--- src/sv/teq_pkg.sv ---
// ----------------------------------------------------------------------------
// teq_pkg
// Shared types for the timer expiry queue: result codes, controller states,
// and the command and status words between controller and datapath.
// ----------------------------------------------------------------------------
`default_nettype none

package teq_pkg;

	// Result status codes
	typedef enum logic [1:0] {
		ST_INSERTED = 2'd0,
		ST_FULL     = 2'd1,
		ST_POPPED   = 2'd2,
		ST_NONE     = 2'd3
	} status_t;

	// Request kinds
	localparam logic REQ_INSERT = 1'b0;
	localparam logic REQ_POLL   = 1'b1;

	// Controller states
	typedef enum logic [2:0] {
		S_IDLE,
		S_INS_RD,
		S_INS_CMP,
		S_POLL_CMP,
		S_FIN
	} state_t;

	// Controller to datapath
	typedef struct packed {
		logic    in_ready;
		logic    load_req;
		logic    k_load;
		logic    k_dec;
		logic    rd_en;
		logic    rd_prev;
		logic    wr_en;
		logic    wr_new;
		logic    pop;
		logic    set_res;
		status_t res_code;
		logic    load_out;
	} cmd_t;

	// Datapath to controller
	typedef struct packed {
		logic in_valid;
		logic req_poll;
		logic full;
		logic empty;
		logic k_zero;
		logic rd_gt;
		logic due;
		logic out_free;
	} stat_t;

endpackage

`default_nettype wire

--- src/sv/teq_ctrl.sv ---
// ----------------------------------------------------------------------------
// teq_ctrl
// Sequencer for the timer queue: accepts a request, walks the insert shift
// one entry per read and compare-write state pair, checks the head on a
// poll, then hands the result word to the output register.
// ----------------------------------------------------------------------------
`default_nettype none

module teq_ctrl (
	input  wire logic           clk,
	input  wire logic           arst_n,
	input  wire teq_pkg::stat_t st,
	output teq_pkg::cmd_t       cmd
);
	import teq_pkg::*;

	state_t state_q, state_d;

	// State register
	always_ff @(posedge clk or negedge arst_n) begin
		if (!arst_n) begin
			state_q <= S_IDLE;
		end else begin
			state_q <= state_d;
		end
	end

	// Next state and commands
	always_comb begin
		state_d = state_q;
		cmd = '0;
		cmd.res_code = ST_NONE;
		case (state_q)
			S_IDLE: begin
				cmd.in_ready = 1'b1;
				if (st.in_valid) begin
					cmd.load_req = 1'b1;
					if (st.req_poll) begin
						if (st.empty) begin
							cmd.set_res = 1'b1;
							cmd.res_code = ST_NONE;
							state_d = S_FIN;
						end else begin
							cmd.rd_en = 1'b1;
							state_d = S_POLL_CMP;
						end
					end else begin
						if (st.full) begin
							cmd.set_res = 1'b1;
							cmd.res_code = ST_FULL;
							state_d = S_FIN;
						end else begin
							cmd.k_load = 1'b1;
							state_d = S_INS_RD;
						end
					end
				end
			end
			S_INS_RD: begin
				if (st.k_zero) begin
					cmd.wr_en = 1'b1;
					cmd.wr_new = 1'b1;
					cmd.set_res = 1'b1;
					cmd.res_code = ST_INSERTED;
					state_d = S_FIN;
				end else begin
					cmd.rd_en = 1'b1;
					cmd.rd_prev = 1'b1;
					state_d = S_INS_CMP;
				end
			end
			S_INS_CMP: begin
				cmd.wr_en = 1'b1;
				if (st.rd_gt) begin
					cmd.k_dec = 1'b1;
					state_d = S_INS_RD;
				end else begin
					cmd.wr_new = 1'b1;
					cmd.set_res = 1'b1;
					cmd.res_code = ST_INSERTED;
					state_d = S_FIN;
				end
			end
			S_POLL_CMP: begin
				cmd.set_res = 1'b1;
				if (st.due) begin
					cmd.pop = 1'b1;
					cmd.res_code = ST_POPPED;
				end else begin
					cmd.res_code = ST_NONE;
				end
				state_d = S_FIN;
			end
			S_FIN: begin
				if (st.out_free) begin
					cmd.load_out = 1'b1;
					state_d = S_IDLE;
				end
			end
			default: begin
				state_d = S_IDLE;
			end
		endcase
	end

`ifndef SYNTHESIS
	a_fin_leaves: assert property (@(posedge clk) disable iff (!arst_n)
		(state_q == S_FIN && st.out_free) |=> state_q == S_IDLE)
		else $error("result not handed off");
	a_ins_loop: assert property (@(posedge clk) disable iff (!arst_n)
		(state_q == S_INS_CMP && st.rd_gt) |=> state_q == S_INS_RD)
		else $error("insert shift did not continue");
	a_poll_read: assert property (@(posedge clk) disable iff (!arst_n)
		state_q == S_POLL_CMP |-> $past(cmd.rd_en))
		else $error("poll compare without head read");
`endif

endmodule

`default_nettype wire

--- config.mk ---
export PLATFORM = sky130hd
export DESIGN_NAME = teq_ctrl
export DESIGN_NICKNAME = d
export VERILOG_FILES = /design/src/sv/teq_pkg.sv /design/src/sv/teq_ctrl.sv
export SDC_FILE = /design/constraint.sdc
export NUM_CORES = 1
export LEC_CHECK = 0
export ABC_AREA = 0
export BUFFER_PORTS_ARGS = -buffer_cell sky130_fd_sc_hd__buf_2
export CAP_MARGIN = 10
export CORE_AREA = 8 8 45 47
export DETAILED_ROUTE_END_ITERATION = 6
export DIE_AREA = 0 0 53 55
export HOLD_SLACK_MARGIN = 0.05
export PLACE_DENSITY = 0.56
export SYNTH_ARGS = -nofsm -noshare
export SYNTH_HDL_FRONTEND = slang
export SYNTH_SLANG_ARGS = --single-unit
--- constraint.sdc ---
create_clock -name clk -period 1.42 [get_ports clk]
set_input_delay 0.213 -clock clk [delete_from_list [all_inputs] [get_ports clk]]
set_output_delay 0.213 -clock clk [all_outputs]
set_load 0.005 [all_outputs]
* Yosys cells after proc, flatten, opt, wreduce, memory -nomap -nowiden
Index checks and enable logic that the tools add are counted.
** Operators by class
- Eq/ne operators :: 6
- Reduce and logical (&&, ||, !) cells :: 2
- Mux-type cells :: 35
** Operators by type and width (number)
- two-way mux 3 bit :: 14
- case mux 3 bit (5 select lines) :: 1
- two-way mux 1 bit :: 14
- case mux 3 bit (4 select lines) :: 1
- equality test 3 x 2 -> 1 bit, second input constant :: 2
- two-way mux 2 bit :: 3
- != test 2 bit, second input constant :: 2
- case mux 2 bit (2 select lines) :: 1
- equality test 3 x 1 -> 1 bit, second input constant :: 1
- equality test 3 bit, second input constant :: 1
- zero test 3 bit :: 1
- case mux 1 bit (2 select lines) :: 1
- AND reduction 2 bit :: 1
** Storage, ports and cells
- Input port bits :: 10
- Flip-flop bits (word level) :: 3
- Word-level logic and storage cells :: 44
- Output and inout port bits :: 13

* Depth between registers and ports, before layout
Gate-level depths: netlist of run 1.
- Depth in word-level cells :: 4
- Depth in mapped cells :: 4
- Gate-level depth less buffers :: 3

* Worst setup path after synthesis of run 1
Ideal clock, no wire load.
- Path kind :: register to output
- Start :: register state_q[1]
- End :: output port cmd[2] in the netlist's numbering
- Path buffers :: 1
- Data arrival time :: 1047 ps
- Data required time :: 1207 ps
- Cell stages (with the launch flop) :: 5
- Path slack :: 160 ps
- Cells stage by stage :: dfrtp_1 > buf_4 > nor4bb_1 > o21bai_1 > a21o_1
** RTL lines
- start, declared :: RTL line teq_ctrl.sv:17 : state_t state_q, state_d;
- start signal, assigned :: RTL line teq_ctrl.sv:24 : state_q <= state_d;
- end, declared :: RTL line teq_ctrl.sv:13 : output teq_pkg::cmd_t cmd

==> out/results.txt, run 1 <==
Levels on crit path: 3
worst reg2reg path depth: 3
die area: 0.00292 mm²
initial antenna violation count: 0
Rows: 14
layout cells sized above 1: 68.4%
fin crit share: 118%
reg2reg end: state_q[0]$_DFFE_PN0P_
TritonCTS clock tree: built
# H-tree levels: 1
yosys warns: 0
DR pass1 iterations: 4
WP data required: 1210 ps
TritonCTS Buffers: 3
placed cell area: 502 µm²
synthesized area per cell: 8.70 µm²
drc violations: 0
post-synth cell types: 29
Highest Clock Rate: 597 MHz
routed vias/inst: 4.62
Remaining Overflow, GRT: 0
post-route minimum period: 1680 ps
initial DRC count: 7
Max Root-Sink Buffers: 2
most common cell after layout, fill and taps aside: buf_2
DIE WIDTH: 53 µm
Seq cells post-synth: 3
Seq/Total Area, Yosys: 20.5%
CTS sink cnt: 3
Crit path largest cell delay: 450 ps
clk root buf: clkbuf_4
most frequent cells in the layout: 21 x buf_2, 10 x buf_4, 4 x buf_6, 3 x inv_1, 3 x clkbuf_4
Max-slew headroom: 76.1%
vias in the first global route: 384
Multi-input gate area: 303 µm²
initial cell density of the core: 26.4%
register area: 77.6 µm²
Hold Path Depth: 2
status: finished with violations
Largest register FFs: 3
CP Data Arrival Time: 1460 ps
antenna-violating nets left: 0
Worst Setup Slack, final: -256 ps
DRT Wirelength: 1230 µm
maximum VDD drop: 672 µV
height of the die: 55 µm
MaxCap Viol Count: 0
clock slew at reported path FFs: 30 ps
CP top delay family: simple AND/OR/NAND/NOR gates
Ports: 23
final hold vios: 0
CP startpoint kind: flop
Pwr Density: 1790 mW/mm²
Antenna Cells: 0
Critical-path top delay cell: dfrtp_2
Max Slew Vio Count: 0
hold_sp: st[0]
Reg2Reg Setup Slack: 100 ps
WP buf/inv: 1
Hold WC Path Type: primary input to flop
largest register by flop count: state_q
failing checks: setup timing
GR Util All Layers: 7.81%
Port Buffers: 22
synthesis-to-layout area growth: 84.2%
Regs by FF count: state_q: 3 flops
first-pass GRT wire length: 1660 µm
RSZ-0062 raised after global routing: true
Netlist Area Pre-Place: 365 µm²
critical path class: flop to output pin
Worst-Margin Slew: 357 ps
largest net degree at the start of global routing: 11
Nets: 90
via count: 439
cell total after placement: 82
Routability Congestion: 0.758
fin cells: 95
Setup violations, final: 11
syn nets: 52
Mapped Cells: 42
Final Power: 1.21 mW
Core Area: 0.00138 mm²
hold endpoint: state_q[2]$_DFFE_PN0P_
post-placement worst setup slack: 17.2 ps
worst path cell trace: nor4b_4 -> nor3b_2 -> buf_2
Reg-to-Reg Start: state_q[1]$_DFFE_PN0P_
leakage power: 0.339 nW
Max FO, Critical Path: 6
Finished Cell Area: 673 µm²
hpwl dp: 852 µm
clk_lat worst skew: 230 ps
post-layout util: 48.6%
FILL cells: 142
skew final: 0.0606 ps
Setup crit end kind: output pin
average wire per standard cell: 13.0 µm
worst max path at each step:
stage | start | to
2_1_floorplan | state_q[1]$_DFFE_PN0P_ | cmd[2]
3_3_place_gp | state_q[1]$_DFFE_PN0P_ | cmd[2]
3_5_place_dp | state_q[1]$_DFFE_PN0P_ | cmd[3]
4_1_cts | state_q[1]$_DFFE_PN0P_ | cmd[3]
5_1_grt | state_q[1]$_DFFE_PN0P_ | cmd[3]
6_report | state_q[1]$_DFFE_PN0P_ | cmd[10]
per-layer routing:
layer | global-route usage [%] | vias up | routed length [µm]
met5 | 0 | - | 0
met4 | 5.17 | 0 | 19
met3 | 5.61 | 2 | 148
met2 | 11.9 | 15 | 605
met1 | 7.44 | 199 | 457
li1 | - | 223 | -
per-stage QoR:
| step | hold WS [ps] | setup TNS (ps) |
|---|---|---|
| after global placement | 11.9 | 0 |
| after floorplan | -82.6 | 0 |
| after detailed placement | 11.4 | 0 |
| final | 167 | -1660 |
| after CTS | 161 | -1440 |
| after global routing | 162 | -2410 |
area by class of cell:
type	count	share of cell area, %
Multi-Input combinational cell	33	45.0
Inverter	3	1.67
Tap cell	16	2.97
Timing Repair Buffer	36	34.9
Clock buffer	4	3.90
Sequential cell	3	11.5
power breakdown:
group / internal (mW) / switching, mW
clock: 0.105 / 0.0439
sequential: 0.123 / 0.0501
combinational: 0.508 / 0.377
total: 0.737 / 0.471
logic make-up (layout without fill, tap and decap cells):
group           after synthesis  in the layout  synth area share [%]
simple gates                 20             20                  39.4
flops                         3              3                  20.5
mux                           1              1                  3.08
compound gates               12             12                  25.3
buf+inv                       6             43                  11.6
repair_timing:
item / in CTS / in global routing
endpoints found under the setup margin: 13 / 13
cloned: 0 / 1
buffers inserted: 1 / 6
pin swaps: 0 / 3
resized for setup: 4 / 16
hold endpoints to repair: 3 / 0
hold buffers: 1 / 0
synth_stat cells (all sizes together):
cell          n  area [µm²]
nor2          3        11.3
a31o          2        17.5
a211oi        1        12.5
nor3b         1        7.51
or3           1        11.3
nor3          2        15.0
nor4b         1        23.8
o21bai        1        7.51
nand2b        3        21.3
dlymetal6s2s  1        12.5
o221a         1        11.3
o22ai         1        6.26
mux2          1        11.3
o21a          1        7.51
and3          1        6.26
buf           2        18.8
a21oi         2        10.0
a21o          2        15.0
inv           3        11.3
and2b         1        7.51
nand2         3        11.3
nor2b         2        12.5
and2          1        6.26
o21ai         1        5.00
nor4bb        1        10.0
dfrtp         3        75.1
Power figures use the tool's default switching activity.
==> run 2: changes to the inputs <==
--- a/config.mk
+++ b/config.mk
@@ -13,6 +13,7 @@
 export DIE_AREA = 0 0 53 55
 export HOLD_SLACK_MARGIN = 0.05
 export PLACE_DENSITY = 0.56
+export SETUP_SLACK_MARGIN = 0.3
 export SYNTH_ARGS = -nofsm -noshare
 export SYNTH_HDL_FRONTEND = slang
 export SYNTH_SLANG_ARGS = --single-unit
==> out/results.txt, run 2 (synthesis results as in run 1) <==
Crit path largest cell delay: 410 ps (was 450 ps)
RSZ-0062 raised after global routing: true (unchanged)
Setup crit end kind: output pin (unchanged)
Nets: 87 (was 90)
most common cell after layout, fill and taps aside: buf_2 (unchanged)
drc violations: 0 (unchanged)
failing checks: setup timing (unchanged)
# H-tree levels: 1 (unchanged)
initial cell density of the core: 26.4% (unchanged)
Worst-Margin Slew: 340 ps (was 357 ps)
hpwl dp: 888 µm (was 852 µm)
Hold Path Depth: 2 (unchanged)
Final Power: 1.18 mW (was 1.21 mW)
largest net degree at the start of global routing: 12 (was 11)
synthesis-to-layout area growth: 87.7% (was 84.2%)
Max FO, Critical Path: 11 (was 6)
Max-slew headroom: 77.2% (was 76.1%)
Max Root-Sink Buffers: 2 (unchanged)
Max Slew Vio Count: 0 (unchanged)
Setup violations, final: 12 (was 11)
MaxCap Viol Count: 0 (unchanged)
via count: 430 (was 439)
height of the die: 55 µm (unchanged)
Rows: 14 (unchanged)
final hold vios: 0 (unchanged)
Worst Setup Slack, final: -212 ps (was -256 ps)
Regs by FF count: state_q: 3 flops (unchanged)
fin cells: 92 (was 95)
Remaining Overflow, GRT: 0 (unchanged)
DIE WIDTH: 53 µm (unchanged)
Routability Congestion: 0.730 (was 0.758)
initial DRC count: 2 (was 7)
routed vias/inst: 4.67 (was 4.62)
worst reg2reg path depth: 3 (unchanged)
Antenna Cells: 0 (unchanged)
GR Util All Layers: 9.10% (was 7.81%)
critical path class: flop to output pin (unchanged)
Hold WC Path Type: primary input to flop (unchanged)
Ports: 23 (unchanged)
first-pass GRT wire length: 1990 µm (was 1660 µm)
WP data required: 1210 ps (about the same)
clk_lat worst skew: 240 ps (was 230 ps)
CTS sink cnt: 3 (unchanged)
initial antenna violation count: 0 (unchanged)
cell total after placement: 82 (unchanged)
most frequent cells in the layout: 21 x buf_2, 7 x buf_6, 4 x buf_4, 3 x inv_1, 3 x clkbuf_4 (was 21 x buf_2, 10 x buf_4, 4 x buf_6, 3 x inv_1, 3 x clkbuf_4)
largest register by flop count: state_q (unchanged)
Core Area: 0.00138 mm² (unchanged)
Largest register FFs: 3 (unchanged)
fin crit share: 115% (was 118%)
Hold WS: 162 ps (was 167 ps)
Reg2Reg Setup Slack: 30 ps (was 100 ps)
Highest Clock Rate: 613 MHz (was 597 MHz)
setup TNS: -1560 ps (was -1660 ps)
antenna-violating nets left: 0 (unchanged)
Critical-path top delay cell: dfrtp_1 (was dfrtp_2)
CP startpoint kind: flop (unchanged)
clock slew at reported path FFs: 40 ps (was 30 ps)
skew final: 0.102 ps (was 0.0606 ps)
status: finished with violations (unchanged)
layout cells sized above 1: 73.7% (was 68.4%)
TritonCTS Buffers: 3 (unchanged)
TritonCTS clock tree: built (unchanged)
CP Data Arrival Time: 1420 ps (was 1460 ps)
DR pass1 iterations: 4 (unchanged)
Pwr Density: 1730 mW/mm² (was 1790 mW/mm²)
average wire per standard cell: 13.7 µm (was 13.0 µm)
clk root buf: clkbuf_4 (unchanged)
post-route minimum period: 1630 ps (was 1680 ps)
post-layout util: 49.5% (was 48.6%)
vias in the first global route: 426 (was 384)
Port Buffers: 22 (unchanged)
maximum VDD drop: 527 µV (was 672 µV)
DRT Wirelength: 1260 µm (was 1230 µm)
die area: 0.00292 mm² (unchanged)
worst path cell trace: buf_4 -> or3_4 -> inv_1 -> buf_2 (was nor4b_4 -> nor3b_2 -> buf_2)
leakage power: 0.326 nW (was 0.339 nW)
run 2: per-layer routing:
metal  GRT usage, %  up-vias  routed length (µm)
li1               -      219                   -
met1           10.1      193                 480
met2           14.5       16                 629
met3           3.74        2                 135
met4           5.17        0                  17
met5              0        -                   0
run 2: report_power, final:
part	internal, mW	total (mW)	switching (mW)	leakage (nW)
Sequential	0.123	0.186	0.0631	0.0366
Clock	0.106	0.158	0.0524	0.0150
Combinational	0.480	0.840	0.361	0.274
run 2: metrics by stage:
stage | setup slack (ps) | cell area (µm²)
after floorplan | 168 | 388
after global placement | 28.7 | 520
after detailed placement | -1.55 | 520
after CTS | -211 | 598
after global routing | -316 | 686
final | -212 | 686
run 2: timing repair:
action / 4_1_cts / 5_1_grt
hold buffers: 1 / 0
cloned: 0 / 0
hold endpoints to repair: 3 / 0
buffers inserted: 2 / 3
gates resized for setup: 7 / 15
endpoints found under the setup margin: 15 / 16
pin swaps: 6 / 6
run 2: area by class of cell:
class,count,area [µm²]
Timing Repair Buffer,33,224
Clock buffer,4,26.3
Tap cell,16,20.0
Inverter,3,11.3
Fill cell,138,698
Multi-Input combinational cell,33,327
Sequential cell,3,77.6
run 2: worst paths after layout:
path                                        start                      to
setup / recovery           state_q[2]$_DFFE_PN0P_                 cmd[12]
hold / removal                              st[0]  state_q[2]$_DFFE_PN0P_
setup reg to reg           state_q[2]$_DFFE_PN0P_  state_q[0]$_DFFE_PN0P_
hold reg to reg            state_q[0]$_DFFE_PN0P_  state_q[2]$_DFFE_PN0P_
max in group asynchronous                  arst_n  state_q[1]$_DFFE_PN0P_
min in group asynchronous                  arst_n  state_q[2]$_DFFE_PN0P_
run 2: critical path: cells and delay by family, from the launching register on:
family	cells	cell delay, ps
DFF	1	410
and+or+nand+nor	1	400
buffers and inverters	3	360
